<file path="config.mk">
export PLATFORM = sky130hd
export DESIGN_NAME = dhf_win
export DESIGN_NICKNAME = d
export VERILOG_FILES = /design/src/hw/rtl/depth_hole_fill_3x3_unit_defines.svh /design/src/hw/rtl/dhf_pkg.sv /design/src/hw/rtl/dhf_win.sv
export SDC_FILE = /design/constraint.sdc
export NUM_CORES = 1
export LEC_CHECK = 0
export ABC_CLOCK_PERIOD_IN_PS = 7100
export CORE_ASPECT_RATIO = 1.2
export CORE_MARGIN = 2
export CORE_UTILIZATION = 50
export CTS_BUF_LIST = sky130_fd_sc_hd__clkbuf_2 sky130_fd_sc_hd__clkbuf_4 sky130_fd_sc_hd__clkbuf_8
export DETAILED_ROUTE_END_ITERATION = 12
export DONT_BUFFER_PORTS = 1
export PLACE_DENSITY = 0.66
export SYNTH_ARGS = -nofsm -noshare
export SYNTH_HDL_FRONTEND = slang
export SYNTH_SLANG_ARGS = --single-unit
</file>
<file path="constraint.sdc">
create_clock -name clk -period 7.1 [get_ports clk]
set_input_delay 0.355 -clock clk [delete_from_list [all_inputs] [get_ports clk]]
set_output_delay 0.355 -clock clk [all_outputs]
set_load 0.05 [all_outputs]
</file>
<file path="src/hw/rtl/depth_hole_fill_3x3_unit_defines.svh">
// ----------------------------------------------------------------------------
// depth_hole_fill_3x3_unit_defines
// Assertion macros shared by the hole-fill unit; empty when SYNTH is set.
// ----------------------------------------------------------------------------
`ifndef DEPTH_HOLE_FILL_3X3_UNIT_DEFINES_SVH
`define DEPTH_HOLE_FILL_3X3_UNIT_DEFINES_SVH

`ifndef SYNTH
// same-cycle implication
`define DHF_ASSERT_IMPLY(label, clk, rst_n, ante, cons) \
	label: assert property (@(posedge clk) disable iff (!rst_n) (ante) |-> (cons)) \
		else $error("dhf: same-cycle check failed");
// next-cycle implication
`define DHF_ASSERT_NEXT(label, clk, rst_n, ante, cons) \
	label: assert property (@(posedge clk) disable iff (!rst_n) (ante) |=> (cons)) \
		else $error("dhf: next-cycle check failed");
`else
`define DHF_ASSERT_IMPLY(label, clk, rst_n, ante, cons)
`define DHF_ASSERT_NEXT(label, clk, rst_n, ante, cons)
`endif

`endif

</file>
<file path="src/hw/rtl/dhf_pkg.sv">
// ----------------------------------------------------------------------------
// dhf_pkg
// Widths, register codes, issue word and helpers for the hole-fill unit.
// ----------------------------------------------------------------------------
package dhf_pkg;

	localparam int MAX_WIDTH  = 1024;
	localparam int MAX_HEIGHT = 4096;
	localparam int MIN_DIM    = 5;
	localparam int BORDER     = 2;

	localparam int PIX_W      = 8;
	localparam int THR_W      = 8;
	localparam int COL_W      = $clog2(MAX_WIDTH);
	localparam int ROW_W      = $clog2(MAX_HEIGHT);
	localparam int WID_W      = $clog2(MAX_WIDTH + 1);
	localparam int HGT_W      = $clog2(MAX_HEIGHT + 1);
	localparam int PEND_W     = WID_W;
	localparam int CFG_IDX_W  = 2;
	localparam int CFG_DATA_W = HGT_W;

	localparam logic [WID_W-1:0] WIDTH_RST  = WID_W'(640);
	localparam logic [HGT_W-1:0] HEIGHT_RST = HGT_W'(480);
	localparam logic [THR_W-1:0] THR_RST    = THR_W'(5);

	localparam logic [CFG_IDX_W-1:0] REG_IMAGE_WIDTH    = CFG_IDX_W'(0);
	localparam logic [CFG_IDX_W-1:0] REG_IMAGE_HEIGHT   = CFG_IDX_W'(1);
	localparam logic [CFG_IDX_W-1:0] REG_EDGE_THRESHOLD = CFG_IDX_W'(2);

	localparam logic CMD_PIXEL = 1'b0;
	localparam logic CMD_DRAIN = 1'b1;

	// work word handed from the sequencer to the window stage
	typedef struct packed {
		logic             valid;
		logic             drain;
		logic             emit;
		logic             interior;
		logic             last;
		logic             from_older;
		logic [PIX_W-1:0] pix;
		logic [COL_W-1:0] col;
	} issue_t;

	function automatic logic [WID_W-1:0] clamp_width(input logic [WID_W-1:0] v);
		if (v < WID_W'(MIN_DIM)) return WID_W'(MIN_DIM);
		if (v > WID_W'(MAX_WIDTH)) return WID_W'(MAX_WIDTH);
		return v;
	endfunction

	function automatic logic [HGT_W-1:0] clamp_height(input logic [HGT_W-1:0] v);
		if (v < HGT_W'(MIN_DIM)) return HGT_W'(MIN_DIM);
		if (v > HGT_W'(MAX_HEIGHT)) return HGT_W'(MAX_HEIGHT);
		return v;
	endfunction

endpackage

</file>
<file path="src/hw/rtl/dhf_win.sv">
// ----------------------------------------------------------------------------
// dhf_win
// 3x3 window columns, hole-fill / spike filter and the result register.
// ----------------------------------------------------------------------------
module dhf_win (
	input  logic                      clk,
	input  logic                      arst_n,
	input  logic                      en,
	input  dhf_pkg::issue_t           issue_s1,
	input  logic [dhf_pkg::PIX_W-1:0] above2,
	input  logic [dhf_pkg::PIX_W-1:0] above1,
	input  logic [dhf_pkg::THR_W-1:0] thr,
	input  logic                      out_ready,
	output logic                      out_valid,
	output logic [dhf_pkg::PIX_W-1:0] pixel_out,
	output logic                      frame_last
);
	import dhf_pkg::*;

	// only the window taps the filter looks at are kept
	logic [PIX_W-1:0] col_top_q;
	logic [PIX_W-1:0] col_mid_q;
	logic [PIX_W-1:0] col_mid_prev_q;
	logic [PIX_W-1:0] col_bot_q;

	logic             out_valid_q;
	logic [PIX_W-1:0] pixel_q;
	logic             last_q;

	logic             shift;
	logic             load;
	logic [PIX_W-1:0] cen;
	logic [PIX_W-1:0] up;
	logic [PIX_W-1:0] dn;
	logic [PIX_W-1:0] lf;
	logic [PIX_W-1:0] rt;
	logic [PIX_W:0]   lf_t;
	logic [PIX_W:0]   rt_t;
	logic [PIX_W:0]   up_t;
	logic [PIX_W:0]   dn_t;
	logic [PIX_W:0]   sum_h;
	logic [PIX_W:0]   sum_v;
	logic             spike_h;
	logic             spike_v;
	logic [PIX_W-1:0] filt;
	logic [PIX_W-1:0] result;

	assign shift = en && issue_s1.valid && !issue_s1.drain;
	assign load  = en && issue_s1.valid && (issue_s1.drain || issue_s1.emit);

	// window as it stands after this pixel shifts in
	assign cen = col_mid_q;
	assign up  = col_top_q;
	assign dn  = col_bot_q;
	assign lf  = col_mid_prev_q;
	assign rt  = above1;

	assign lf_t  = {1'b0, lf} + {1'b0, thr};
	assign rt_t  = {1'b0, rt} + {1'b0, thr};
	assign up_t  = {1'b0, up} + {1'b0, thr};
	assign dn_t  = {1'b0, dn} + {1'b0, thr};
	assign sum_h = {1'b0, lf} + {1'b0, rt};
	assign sum_v = {1'b0, dn} + {1'b0, up};

	assign spike_h = ({1'b0, cen} > lf_t) && ({1'b0, cen} > rt_t) && (lf != '0) && (rt != '0);
	assign spike_v = ({1'b0, cen} > dn_t) && ({1'b0, cen} > up_t) && (dn != '0) && (up != '0);

	always_comb begin
		priority if (cen == '0) begin
			filt = (up != '0) ? up : lf;
		end else if (spike_h) begin
			filt = sum_h[PIX_W:1];
		end else if (spike_v) begin
			filt = sum_v[PIX_W:1];
		end else begin
			filt = cen;
		end
	end

	always_comb begin
		if (issue_s1.drain) begin
			result = issue_s1.from_older ? above2 : above1;
		end else begin
			result = issue_s1.interior ? filt : cen;
		end
	end

	always_ff @(posedge clk or negedge arst_n) begin
		if (!arst_n) begin
			col_top_q      <= '0;
			col_mid_q      <= '0;
			col_mid_prev_q <= '0;
			col_bot_q      <= '0;
		end else if (shift) begin
			col_top_q      <= above2;
			col_mid_prev_q <= col_mid_q;
			col_mid_q      <= above1;
			col_bot_q      <= issue_s1.pix;
		end
	end

	always_ff @(posedge clk or negedge arst_n) begin
		if (!arst_n) begin
			out_valid_q <= 1'b0;
		end else if (load) begin
			out_valid_q <= 1'b1;
		end else if (out_ready) begin
			out_valid_q <= 1'b0;
		end
	end

	always_ff @(posedge clk) begin
		if (load) begin
			pixel_q <= result;
			last_q  <= issue_s1.drain && issue_s1.last;
		end
	end

	assign out_valid  = out_valid_q;
	assign pixel_out  = pixel_q;
	assign frame_last = last_q;

endmodule

</file>
==> metrics.csv <==
metric,value,unit
grt_setup_unrepaired,false,
cp_data_required_time,7.16,ns
synth_enable_flop_cells,9,
synth.largest_area_cell,sky130_fd_sc_hd__ha_1,
max-cap-violations,0,
hold_viol_final,0,
layout_worst_path_cycle_share,0.656,
gr_usage_total,0.256,
run_status,"complete, no violations",
wire_length_of_the_first_global_routing_pass,19.3,mm
initial_standard_cell_utilization_of_the_core,0.519,
synth.top_cell.area_share,0.218,
netlist_top_cells_area,"sky130_fd_sc_hd__ha_1 22%, sky130_fd_sc_hd__dfrtp_1 18%, sky130_fd_sc_hd__mux2_2 8.6%, sky130_fd_sc_hd__edfxtp_1 6.1%, sky130_fd_sc_hd__a21oi_1 4.4%",
final_period_minus_worst_setup_slack,4.66,ns
slew_at_the_pin_closest_to_its_max_slew_limit,0.751,ns
hold_class,input pin to register,
cts.sink_count,42,
power_density,278,nW/um^2
port_buffers,0,
finClkSkew,0.0101,ns
p_leak,2.06,nW
timing.critical_path.max_delay_family,compound AO/OA/AOI/OAI gates,
finalWeightedCongestion,0.902,
grt_start_max_net_pins,35,
num_vias,3607,
cts-resized-gates,0,
drt_first_iter_violations,225,
place_area,4580,um^2
multi_input_area,3250,um^2
finalNetCount,598,
max-clock-path-buffers,2,
dp_hpwl,9.33,mm
route.detailed.vias_per_inst,6.22,
synth.most_common_cell,sky130_fd_sc_hd__ha_1,
async_flop_share,0.786,
cts.htree.levels,2,
finalInstanceArea,4720,um^2
route.final.wire_length,11.9,mm
grt_overflow,0,
synth.yosys.seq_area_share,0.245,
area_growth_syn_to_layout,5.69,%
cp_max_fo,12,
initial_antenna_violation_count,0,
filler_cell_count,810,
die-height,108,um
critPathLaunchType,register,
setup_violations,0,
first_global_vias,3701,
drv_slew,0,
postSynthCellCount,461,
std_cell_rows,37,
syn-cell-area,4470,um^2
cp_data_arrival_time,4.72,ns
crit_chain,ha_1 > a21o_1 > a21oi_1 > o21bai_1 > a21oi_1 > o21bai_1 > a21oi_1 > xor2_1 > ha_1 > nand4_1 > nor2_1 > or4_4 > a2111oi_4 > o221ai_2 > a2111oi_4 > o21ai_1 > a221o_1,
seq_area,1100,um^2
floorplan.die.width,90.3,um
design.die.area,9710,um^2
ys_top_cells_by_count,"78 x sky130_fd_sc_hd__ha_1, 39 x sky130_fd_sc_hd__a21oi_1, 34 x sky130_fd_sc_hd__mux2_2",
clock_tree.root_cell,sky130_fd_sc_hd__clkbuf_8,
tritoncts_clock_tree,done,
syn-mean-instance-area,9.69,um^2
tritoncts.num_buffers,5,
drc,0,
synthesis.nets,597,
synth_cell_types,53,
timing.critical_path.slowest_stage_cell,sky130_fd_sc_hd__dfrtp_1,
critical_path_most_common_cell,sky130_fd_sc_hd__a21oi_1,
critical_path_class,register to register,
drive_gt1_frac,0.110,
synth.ff_latch_count,42,
max-vdd-ir-drop,0.163,mV
drt-wirelength-per-cell,20.6,um
ant_nets,0,
clock_latency,0.31,ns
floorplan.io_pins,62,
final.setup.tns,0,ns
timing.critical_path.slowest_cell_delay,0.53,ns
critical_path.endpoint_type,register,
maxClockFrequency,215,MHz
diodes,0,
clkSlewWorstSetupHoldPaths,0.09,ns
number_of_detailed_routing_iterations_run_before_antenna_repair,4,
slew_headroom,0.500,
ys.warnings.count,0,
reg2reg_slack,2.44,ns
dominantRegCellSynth,sky130_fd_sc_hd__dfrtp_1,
cp.buffers_inverters,0,
core,8610,um^2
## registers in the layout, indices dropped and copies added (netlist names)
register / count
cen: 8
col_bot_q: 8
col_mid_prev_q: 8
col_top_q: 8
pixel_out: 8
frame_last: 1
out_valid: 1
## cells by family (layout without fill, tap and decap cells)
| kind of cell | count (synthesis) | in the layout | synth area share |
|---|---|---|---|
| AO/OA/AOI/OAI | 137 | 137 | 0.209 |
| XOR/XNOR | 30 | 30 | 0.0588 |
| adder cells (fa/ha/maj) | 84 | 84 | 0.245 |
| buffers and inverters | 31 | 33 | 0.0280 |
| flip-flops | 42 | 42 | 0.245 |
| multiplexers | 42 | 42 | 0.104 |
| AND/OR/NAND/NOR | 95 | 95 | 0.110 |
## metal layers
| metal | routed length, um | vias up | global-route usage |
|---|---|---|---|
| met1 | 5120 | 1745 | 0.329 |
| met3 | 809 | 17 | 0.0483 |
| met2 | 5810 | 94 | 0.437 |
| met5 | 0 | - | 0 |
| li1 | - | 1751 | - |
| met4 | 194 | 0 | 0.0846 |
## metrics by stage
stage | utilization | power [mW] | std cells | setup WS [ns] | hold slack, ns
2_1_floorplan | - | 0.948 | 461 | 3.06 | 0.0594
3_3_place_gp | 0.532 | 1.08 | 570 | 2.55 | 0.0601
3_5_place_dp | 0.532 | 1.11 | 570 | 2.50 | 0.0601
4_1_cts | 0.548 | 1.31 | 580 | 2.49 | 0.190
5_1_grt | 0.548 | 1.43 | 580 | 2.23 | 0.190
6_report | 0.548 | 1.31 | 580 | 2.44 | 0.185
## repair_timing
item | CTS | global route
hold buffers | 2 | 0
hold endpoints to repair | 33 | 0
buffers inserted | 0 | 0
## where the power goes
group          switching (mW)  internal, mW  leakage [nW]
Sequential              0.109         0.292         0.478
Clock                  0.0893         0.105        0.0585
Combinational           0.375         0.345          1.53
Total                   0.573         0.742          2.06
## placed cells by master (no fill, tap or decap), types with 12 or more instances in the layout
cell type	netlist	final
sky130_fd_sc_hd__o21bai_1	12	12
sky130_fd_sc_hd__dfrtp_1	33	33
sky130_fd_sc_hd__inv_1	22	22
sky130_fd_sc_hd__xnor2_1	18	18
sky130_fd_sc_hd__a21oi_1	39	39
sky130_fd_sc_hd__nand2_1	30	30
sky130_fd_sc_hd__xor2_1	12	12
sky130_fd_sc_hd__ha_1	78	78
sky130_fd_sc_hd__mux2_2	34	34
sky130_fd_sc_hd__o21ai_0	26	26
sky130_fd_sc_hd__nor2_1	14	14
## area by class of cell
cell class | count | share of cell area
Clock buffer | 5 | 0.0146
Clock inverter | 3 | 0.00928
Inverter | 22 | 0.0175
Multi-Input combinational cell | 388 | 0.688
Sequential cell | 42 | 0.232
Tap cell | 117 | 0.0310
Timing Repair Buffer | 3 | 0.00795
## final timing paths
check	cells past startpoint	from	end
worst max-delay path	17	col_top_q[1]	pixel_out[7]
worst min-delay path	1	above2[3]	col_top_q[3]
worst max register to register	17	col_top_q[1]	pixel_out[7]
worst min register to register	1	col_bot_q[5]	col_bot_q[5]
max in group asynchronous	2	arst_n	col_bot_q[6]
min in group asynchronous	2	arst_n	col_mid_prev_q[1]
No activity file was read; power rests on OpenSTA's default activity.
