==> src/hw/rtl/depth_hole_fill_3x3_unit_defines.svh <==
// ----------------------------------------------------------------------------
// depth_hole_fill_3x3_unit_defines
// Assertion macros shared by the hole-fill unit; empty when SYNTH is set.
// ----------------------------------------------------------------------------
`ifndef DEPTH_HOLE_FILL_3X3_UNIT_DEFINES_SVH
`define DEPTH_HOLE_FILL_3X3_UNIT_DEFINES_SVH

`ifndef SYNTH
// same-cycle implication
`define DHF_ASSERT_IMPLY(label, clk, rst_n, ante, cons) \
	label: assert property (@(posedge clk) disable iff (!rst_n) (ante) |-> (cons)) \
		else $error("dhf: same-cycle check failed");
// next-cycle implication
`define DHF_ASSERT_NEXT(label, clk, rst_n, ante, cons) \
	label: assert property (@(posedge clk) disable iff (!rst_n) (ante) |=> (cons)) \
		else $error("dhf: next-cycle check failed");
`else
`define DHF_ASSERT_IMPLY(label, clk, rst_n, ante, cons)
`define DHF_ASSERT_NEXT(label, clk, rst_n, ante, cons)
`endif

`endif

==> src/hw/rtl/dhf_pkg.sv <==
// ----------------------------------------------------------------------------
// dhf_pkg
// Widths, register codes, issue word and helpers for the hole-fill unit.
// ----------------------------------------------------------------------------
package dhf_pkg;

	localparam int MAX_WIDTH  = 1024;
	localparam int MAX_HEIGHT = 4096;
	localparam int MIN_DIM    = 5;
	localparam int BORDER     = 2;

	localparam int PIX_W      = 8;
	localparam int THR_W      = 8;
	localparam int COL_W      = $clog2(MAX_WIDTH);
	localparam int ROW_W      = $clog2(MAX_HEIGHT);
	localparam int WID_W      = $clog2(MAX_WIDTH + 1);
	localparam int HGT_W      = $clog2(MAX_HEIGHT + 1);
	localparam int PEND_W     = WID_W;
	localparam int CFG_IDX_W  = 2;
	localparam int CFG_DATA_W = HGT_W;

	localparam logic [WID_W-1:0] WIDTH_RST  = WID_W'(640);
	localparam logic [HGT_W-1:0] HEIGHT_RST = HGT_W'(480);
	localparam logic [THR_W-1:0] THR_RST    = THR_W'(5);

	localparam logic [CFG_IDX_W-1:0] REG_IMAGE_WIDTH    = CFG_IDX_W'(0);
	localparam logic [CFG_IDX_W-1:0] REG_IMAGE_HEIGHT   = CFG_IDX_W'(1);
	localparam logic [CFG_IDX_W-1:0] REG_EDGE_THRESHOLD = CFG_IDX_W'(2);

	localparam logic CMD_PIXEL = 1'b0;
	localparam logic CMD_DRAIN = 1'b1;

	// work word handed from the sequencer to the window stage
	typedef struct packed {
		logic             valid;
		logic             drain;
		logic             emit;
		logic             interior;
		logic             last;
		logic             from_older;
		logic [PIX_W-1:0] pix;
		logic [COL_W-1:0] col;
	} issue_t;

	function automatic logic [WID_W-1:0] clamp_width(input logic [WID_W-1:0] v);
		if (v < WID_W'(MIN_DIM)) return WID_W'(MIN_DIM);
		if (v > WID_W'(MAX_WIDTH)) return WID_W'(MAX_WIDTH);
		return v;
	endfunction

	function automatic logic [HGT_W-1:0] clamp_height(input logic [HGT_W-1:0] v);
		if (v < HGT_W'(MIN_DIM)) return HGT_W'(MIN_DIM);
		if (v > HGT_W'(MAX_HEIGHT)) return HGT_W'(MAX_HEIGHT);
		return v;
	endfunction

endpackage

==> src/hw/rtl/dhf_seq.sv <==
// ----------------------------------------------------------------------------
// dhf_seq
// Config registers, raster counters, drain count and line memory addressing.
// ----------------------------------------------------------------------------
module dhf_seq (
	input  logic                           clk,
	input  logic                           arst_n,
	input  logic                           en,
	input  logic                           accept,
	input  logic                           command,
	input  logic [dhf_pkg::PIX_W-1:0]      pixel_in,
	input  logic                           cfg_we,
	input  logic [dhf_pkg::CFG_IDX_W-1:0]  cfg_index,
	input  logic [dhf_pkg::CFG_DATA_W-1:0] cfg_data,
	output logic                           rd_en,
	output logic [dhf_pkg::COL_W-1:0]      rd_addr_older,
	output logic [dhf_pkg::COL_W-1:0]      rd_addr_newer,
	output logic [dhf_pkg::THR_W-1:0]      thr,
	output dhf_pkg::issue_t                issue_s1
);
	import dhf_pkg::*;

	logic [WID_W-1:0]  w_q;
	logic [HGT_W-1:0]  h_q;
	logic [THR_W-1:0]  thr_q;
	logic [COL_W-1:0]  col_q;
	logic [ROW_W-1:0]  row_q;
	logic [PEND_W-1:0] pend_q;

	logic             pix_item;
	logic             drain_item;
	logic             emit;
	logic             interior;
	logic             col_last;
	logic             row_last;
	logic [ROW_W-1:0] oy;
	logic [WID_W-1:0] ox;
	issue_t           issue;

	assign pix_item   = accept && (command == CMD_PIXEL) && (pend_q == '0);
	assign drain_item = accept && (command == CMD_DRAIN) && (pend_q != '0)
		&& ({1'b0, pend_q} <= ({1'b0, w_q} + (WID_W + 1)'(1)));
	assign rd_en      = pix_item || drain_item;

	assign rd_addr_older = pix_item ? col_q : COL_W'(w_q - WID_W'(1));
	assign rd_addr_newer = pix_item ? col_q : COL_W'(w_q - pend_q);

	// output position trails the input by one row and one pixel
	assign emit = (row_q >= ROW_W'(2)) || ((row_q == ROW_W'(1)) && (col_q != '0));
	assign oy   = (col_q != '0) ? row_q - ROW_W'(1) : row_q - ROW_W'(2);
	assign ox   = (col_q != '0) ? {1'b0, col_q} - WID_W'(1) : w_q - WID_W'(1);
	assign interior = (oy >= ROW_W'(BORDER))
		&& (({1'b0, oy} + HGT_W'(BORDER + 1)) <= h_q)
		&& (ox >= WID_W'(BORDER))
		&& ((ox + WID_W'(BORDER + 1)) <= w_q);

	assign col_last = ({1'b0, col_q} + WID_W'(1)) == w_q;
	assign row_last = ({1'b0, row_q} + HGT_W'(1)) == h_q;

	always_comb begin
		issue            = '0;
		issue.valid      = rd_en;
		issue.drain      = drain_item;
		issue.emit       = pix_item && emit;
		issue.interior   = interior;
		issue.last       = pend_q == PEND_W'(1);
		issue.from_older = {1'b0, pend_q} == ({1'b0, w_q} + (WID_W + 1)'(1));
		issue.pix        = pixel_in;
		issue.col        = col_q;
	end

	always_ff @(posedge clk or negedge arst_n) begin
		if (!arst_n) begin
			w_q    <= WIDTH_RST;
			h_q    <= HEIGHT_RST;
			thr_q  <= THR_RST;
			col_q  <= '0;
			row_q  <= '0;
			pend_q <= '0;
		end else if (cfg_we) begin
			unique case (cfg_index)
				REG_IMAGE_WIDTH: begin
					w_q    <= clamp_width(cfg_data[WID_W-1:0]);
					col_q  <= '0;
					row_q  <= '0;
					pend_q <= '0;
				end
				REG_IMAGE_HEIGHT: begin
					h_q    <= clamp_height(cfg_data[HGT_W-1:0]);
					col_q  <= '0;
					row_q  <= '0;
					pend_q <= '0;
				end
				REG_EDGE_THRESHOLD: begin
					thr_q <= cfg_data[THR_W-1:0];
				end
				default: begin
				end
			endcase
		end else if (pix_item) begin
			if (col_last) begin
				col_q <= '0;
				if (row_last) begin
					row_q  <= '0;
					pend_q <= w_q + WID_W'(1);
				end else begin
					row_q <= row_q + ROW_W'(1);
				end
			end else begin
				col_q <= col_q + COL_W'(1);
			end
		end else if (drain_item) begin
			pend_q <= pend_q - PEND_W'(1);
		end
	end

	always_ff @(posedge clk or negedge arst_n) begin
		if (!arst_n) begin
			issue_s1 <= '0;
		end else if (en) begin
			issue_s1 <= issue;
		end
	end

	assign thr = thr_q;

endmodule

==> config.mk <==
export PLATFORM = sky130hd
export DESIGN_NAME = dhf_seq
export DESIGN_NICKNAME = d
export VERILOG_FILES = /design/src/hw/rtl/depth_hole_fill_3x3_unit_defines.svh /design/src/hw/rtl/dhf_pkg.sv /design/src/hw/rtl/dhf_seq.sv
export SDC_FILE = /design/constraint.sdc
export NUM_CORES = 1
export LEC_CHECK = 0
export BUFFER_PORTS_ARGS = -buffer_cell sky130_fd_sc_hd__buf_2
export CAP_MARGIN = 20
export CORE_AREA = 2 2 218 166
export CTS_CLUSTER_SIZE = 8
export DETAILED_ROUTE_END_ITERATION = 8
export DIE_AREA = 0 0 220 168
export GPL_ROUTABILITY_DRIVEN = 0
export PLACE_DENSITY = 0.37
export SLEW_MARGIN = 20
export SYNTH_ARGS = -nofsm -noshare
export SYNTH_HDL_FRONTEND = slang
export SYNTH_SLANG_ARGS = --single-unit
==> constraint.sdc <==
create_clock -name clk -period 6.3 [get_ports clk]
set_input_delay 1.575 -clock clk [delete_from_list [all_inputs] [get_ports clk]]
set_output_delay 1.575 -clock clk [all_outputs]
set_load 0.005 [all_outputs]
==> impl_metrics.csv, run 1 <==
group,metric,value,unit
clocking,cts_setup_buffers,0,
yosys,synth-edff-count,0,
worst_setup_path,crit_path_end_kind,"output port",
route,wl,28.3,mm
global_routing,grt_overflow_total,0,
clocking,clock_latency,0.38,ns
clocking,tritoncts,"built",
final_layout,multi_input_area,0.00517,sq mm
yosys,ys_seq_area_share,28.3,%
worst_setup_path,cp_max_fo,8,
route,detail_route.iter0.violations,421,
final_layout,drive_above_1_share,17.9,%
sta,final-hold-violation-count,0,
yosys,synth-seq-cells,89,
clocking,clkSlewWorstSetupHoldPaths,0.08,ns
final_layout,area_growth,14.1,%
clocking,hold_buffers,0,
sta,setup_violations,0,
clocking,clk_path_buf_depth,2,
place,placed_cell_area,0.00872,sq mm
sta,slew_violations,0,
yosys,async_flop_share,100,%
die,row_count,60,
route,post_drt_wl_per_cell,19.5,um
sta,fin_skew,0.00892,ns
final_layout,final_util,25.7,%
worst_setup_path,r2r_cells,17,
power,internal-power,1.48,mW
hold_path,hold_path_depth,2,
sta,period_share,81.4,%
place,dp.cells,1432,
sta,fmax,0.195,GHz
sta,post-route-min-period,5.13,ns
sta,tightest_slew,0.920,ns
final_layout,antennaDiodeCount,0,
sta,rsz0062_at_grt,"false",
yosys,synthFlopType,"dfrtp_1",
yosys,synth_area_per_cell,8.48,sq um
yosys,yosys.cell_types.count,81,
place,pre_cts_slack,1.52,ns
global_routing,grt_usage,15.9,%
route,routed-via-count,7093,
global_routing,grt_pass1_wl,44.2,mm
power,irDropWorstVdd,0.118,mV
clocking,post_cts_resized,0,
sta,max_slew_margin,38.5,%
power,p_comb_share,48.8,%
worst_setup_path,critical_path_arrival,3.56,ns
final_layout,layout.nets,1069,
place,post-dp-hpwl,21.8,mm
yosys,synth.cell_area,0.00791,sq mm
route,ant_nets,0,
route,avgViaCountPerCell,4.90,
worst_setup_path,required,4.72,ns
yosys,yosys_warnings,0,
final_layout,fin_cells,1448,
die,fp.dieArea,0.0370,sq mm
power,leakage,3.90,nW
clocking,cts.sink_count,89,
clocking,htreeDepth,3,
die,core,0.0351,sq mm
sta,finalSetupTns,0,ns
die,ioPinCount,82,
final_layout,layout_commonest_cell,"dfrtp_1",
flow_run,max_cap_violations,0,
power,clkPwrFrac,21.9,%
final_layout,design_area,0.00902,sq mm
route,drc,0,
place,io_buffers,81,
yosys,synth_cells,932,
clocking,numCtsBuffers,9,
global_routing,antenna_found_initial,1,
run_status,status,"finished clean",
global_routing,grt_pass1_vias,6932,
global_routing,grt_max_degree,48,
clocking,cts-root-buf,"clkbuf_16",
worst_setup_path,crit_path_start_kind,"flop",
die,die_h,168,um
power,power_density,292,mW/mm^2
final_layout,mostFrequentLayoutCells,"dfrtp_1, buf_2, nor2_1",
sta,setup_slack,1.17,ns
final_layout,fillers,3873,
final_layout,regArea,0.00224,sq mm
power,p_sw,1.15,mW
power,power_switching_share,43.8,%
route,drt_first_pass_iters,5,
hold_path,min_path_type,"flop to flop",
power,p_seq_share,29.3,%
die,initial_core_util,22.5,%
worst_setup_path,path_class,"flop to output port",
die,dieWidth,220,um
yosys,syn_nets,1023,
-- metal layers --
metal  wire length (um)  track usage [%]  up-vias
li1                   -                -     3436
met5                  0                0        -
met3               1350             2.93       12
met1              15300             25.3     3469
met2              11400             21.9      176
met4                219             2.63        0
-- power by group through the flow --
stage                     Clock [mW]  Sequential, mW  Combinational, mW
after global placement             0           0.780               1.31
final                          0.576           0.771               1.28
after detailed placement           0           0.781               1.30
after global routing           0.627           0.785               1.46
after floorplan                    0           0.723              0.879
after CTS                      0.601           0.770               1.31
-- layout make-up --
cell class | count | area share [%]
flip-flops and latches | 89 | 24.8
multi-input cells | 719 | 57.3
well taps | 465 | 6.45
inverters | 68 | 2.83
clock inverters | 7 | 0.777
repair buffers | 91 | 5.36
clock buffers | 9 | 2.50
-- metrics by stage --
stage               hold WS, ns  power [mW]
detailed placement        0.473        2.08
CTS                       0.495        2.68
global placement          0.470        2.09
floorplan                 0.470        1.60
global route              0.527        2.88
finish                    0.488        2.63
-- sequential cells by signal (all words and copies together), names as in the netlist --
| register | cells |
|---|---|
| col_q | 10 |
| h_q | 13 |
| issue_s1 | 24 |
| pend_q | 11 |
| row_q | 12 |
| thr | 8 |
| w_q | 11 |
-- cells in the mapped netlist (all sizes together) (3+ instances only) --
cell | number | area [sq um]
a21o | 13 | 97.6
a21oi | 50 | 258
a22o | 16 | 140
a31oi | 17 | 106
a41oi | 3 | 26.3
and2 | 4 | 27.5
and3 | 7 | 43.8
buf | 22 | 119
clkbuf | 34 | 128
dfrtp | 81 | 2030
dfstp | 8 | 210
ha | 61 | 763
inv | 68 | 255
mux2 | 28 | 319
mux2i | 5 | 50.1
nand2 | 62 | 233
nand2b | 22 | 138
nand3 | 31 | 185
nand3b | 3 | 22.5
nand4 | 17 | 106
nor2 | 70 | 270
nor2b | 12 | 75.1
nor3 | 31 | 181
nor3b | 10 | 85.1
nor4 | 23 | 178
o211ai | 17 | 128
o21a | 13 | 97.6
o21ai | 47 | 239
o22ai | 7 | 43.8
o311ai | 6 | 60.1
o31ai | 6 | 45.0
o32ai | 3 | 26.3
o41ai | 3 | 41.3
or2 | 5 | 31.3
or3 | 11 | 68.8
or4 | 3 | 26.3
xnor2 | 63 | 552
xor2 | 19 | 166
-- worst max-delay path, cell delays in order, from the launching register on --
cell       delay, ns
dfrtp_1         0.61
ha_1            0.27
nand3_1         0.15
nor3_1          0.31
nand3_1         0.14
xnor2_1         0.19
ha_1            0.31
nand4_1         0.08
nor2_1          0.22
o211ai_1        0.14
nand3_1         0.12
a2bb2oi_2       0.37
nand2_1         0.11
buf_2           0.16
-- cells by family (layout without fill, tap and decap cells) --
group	after synthesis	in the layout	share of synthesized area [%]
buf+inv	124	175	6.35
mux	33	33	4.67
flops	89	89	28.3
simple gates	319	319	22.3
xor+xnor	82	82	9.09
fa+ha+maj	64	64	10.2
compound gates	221	221	19.1
-- path summary, 6_finish.rpt --
check | slack [ns] | startpoint | end
max | 1.17 | w_q[1] | rd_en
min | 0.49 | thr[2] | thr[2]
max reg2reg | 1.95 | col_q[2] | issue_s1[20]
min reg2reg | 0.49 | thr[2] | thr[2]
max in group asynchronous | 3.95 | arst_n | w_q[0]
min in group asynchronous | 1.26 | arst_n | pend_q[10]
(Power assumes the default switching activity.)
==> run 2, diff against run 1 <==
- clock period: 6.3 -> 4.8 ns (I/O delays scaled with it)
==> run 2 against run 1 <==
Non-clock buffer count rose by 23. Combinational power rose by 37%. Global-route usage barely moved. Cell area rose by 2.1%. Critical path type unchanged. Critical path depth fell by 4. Clock power rose by 34%. Worst hold slack got worse by 0.0062 ns. Sequential share of layout area fell by 0.50 points. Largest cell class unchanged. Highest routed layer is now met5. Final cell count rose by 1.6%. Register-to-register slack got worse by 1.3 ns. Sequential power rose by 30%.
==> impl_metrics.csv, run 2 (synthesis results as in run 1) <==
group,metric,value,unit
run_status,status,"finished clean",
sta,fmax,0.225,GHz
final_layout,final_util,26.2,%
final_layout,largest_registers,"issue_s1 x24, h_q x13, row_q x12",
power,p_comb_share,49.6,%
die,dieWidth,220,um
clocking,cts.sink_count,89,
power,p_total,3.52,mW
sta,fin_skew,0.0165,ns
worst_setup_path,crit_path_start_kind,"flop",
route,post_drt_wl_per_cell,19.4,um
route,wl,28.5,mm
worst_setup_path,crit_buf_inv,3,
final_layout,largest_register,"issue_s1",
route,avgViaCountPerCell,4.83,
route,detail_route.iter0.violations,615,
power,internal-power,2.02,mW
power,irDropWorstVdd,0.157,mV
worst_setup_path,cp_top_family,"simple AND/OR/NAND/NOR gates",
worst_setup_path,critical_path_arrival,3.24,ns
global_routing,grt_pass1_vias,6922,
sta,tightest_slew,0.878,ns
clocking,clock_latency,0.38,ns
worst_setup_path,path_class,"flop to output port",
die,die_h,168,um
global_routing,grt_max_degree,51,
clocking,htreeDepth,3,
die,fp.dieArea,0.0370,sq mm
sta,rsz0062_at_grt,"false",
place,io_buffers,81,
clocking,clk_path_buf_depth,2,
final_layout,fillers,3860,
worst_setup_path,critPathMaxStageDelay,0.64,ns
final_layout,area_growth,16.4,%
power,p_seq_share,28.4,%
worst_setup_path,slowest_stage,"or3b_1",
final_layout,mostFrequentLayoutCells,"dfrtp_1, buf_2, nor2_1",
final_layout,layout.nets,1092,
power,clkPwrFrac,22.0,%
worst_setup_path,worstPathCellList,"inv_1 > ha_1 > nor2b_1 > nand4b_1 > or3b_1 > buf_4 > nor2_1 > a21oi_1 > buf_2",
die,core,0.0351,sq mm
die,row_count,60,
sta,final-hold-violation-count,0,
place,post-dp-hpwl,22.4,mm
clocking,cts-root-buf,"clkbuf_16",
die,ioPinCount,82,
worst_setup_path,cp_max_fo,21,
flow_run,max_cap_violations,0,
sta,setup_slack,0.363,ns
power,power_density,382,mW/mm^2
power,p_sw,1.50,mW
global_routing,antenna_found_initial,1,
route,routed-via-count,7102,
final_layout,antennaDiodeCount,0,
route,ant_nets,0,
sta,period_share,92.4,%
worst_setup_path,crit_path_end_kind,"output port",
clocking,tritoncts,"built",
sta,max_slew_margin,41.4,%
final_layout,layout_commonest_cell,"dfrtp_1",
sta,post-route-min-period,4.44,ns
power,leakage,4.03,nW
sta,slew_violations,0,
worst_setup_path,required,3.60,ns
sta,setup_violations,0,
clocking,numCtsBuffers,9,
sta,finalSetupTns,0,ns
final_layout,largest_reg_flops,24,
global_routing,grt_pass1_wl,44.1,mm
die,initial_core_util,22.5,%
route,drc,0,
clocking,hold_buffers,0,
power,power_switching_share,42.6,%
clocking,clkSlewWorstSetupHoldPaths,0.07,ns
final_layout,drive_above_1_share,19.8,%
hold_path,min_path_type,"flop to flop",
place,pre_cts_slack,0.645,ns
global_routing,grt_usage,15.9,%
route,drt_first_pass_iters,7,
global_routing,grt_overflow_total,0,
run 2: area by class of cell:
| type | count | area (sq um) | share of cell area [%] |
|---|---|---|---|
| inverters | 68 | 255 | 2.77 |
| well taps | 465 | 582 | 6.32 |
| repair buffers | 114 | 656 | 7.12 |
| flip-flops and latches | 89 | 2240 | 24.3 |
| multi-input cells | 719 | 5170 | 56.2 |
| clock inverters | 6 | 75.1 | 0.816 |
| clock buffers | 10 | 229 | 2.49 |
run 2: final timing paths:
path / from / end / slack, ns / cells after the start
setup / recovery: pend_q[1] / rd_addr_older[3] / 0.36 / 9
hold / removal: thr[2] / thr[2] / 0.48 / 2
setup reg to reg: col_q[1] / issue_s1[20] / 0.63 / 19
hold reg to reg: thr[2] / thr[2] / 0.48 / 2
max in group asynchronous: arst_n / h_q[6] / 3.03 / 2
min in group asynchronous: arst_n / issue_s1[22] / 0.90 / 1
run 2: routing by layer:
layer  global-route usage (%)  part of all wire, %  up-vias
li1                         -                    -     3483
met1                     24.8                   53     3451
met2                     22.2                   41      150
met3                     3.38                  4.8       16
met4                     2.71                 0.60        2
met5                        0                0.039        -
run 2: power by group through the flow:
stage / combinational, mW / clock [mW] / sequential [mW]
2_1_floorplan: 1.15 / 0 / 0.949
3_3_place_gp: 1.76 / 0 / 1.02
3_5_place_dp: 1.75 / 0 / 1.01
4_1_cts: 1.76 / 0.807 / 0.999
5_1_grt: 1.98 / 0.834 / 1.02
6_report: 1.75 / 0.774 / 1.00
run 2: worst min-delay path: stages, from the launching register on:
cell     delay, ns
dfstp_2       0.37
nand2_1       0.04
o21ai_0       0.07
run 2: metrics by stage:
stage                     instance area [sq um]  cells  hold slack (ns)
after CTS                                  9200   1471            0.488
final                                      9210   1471            0.482
after detailed placement                   8900   1455            0.473
after global placement                     8900   1455            0.477
after global routing                       9210   1471            0.518
after floorplan                            7910    932            0.470
run 2: what timing repair did:
item                                    CTS  global route
buffers inserted                          0             0
gates resized for setup                   0             1
endpoints found under the setup margin    0             1
endpoints found under the hold margin     0             0
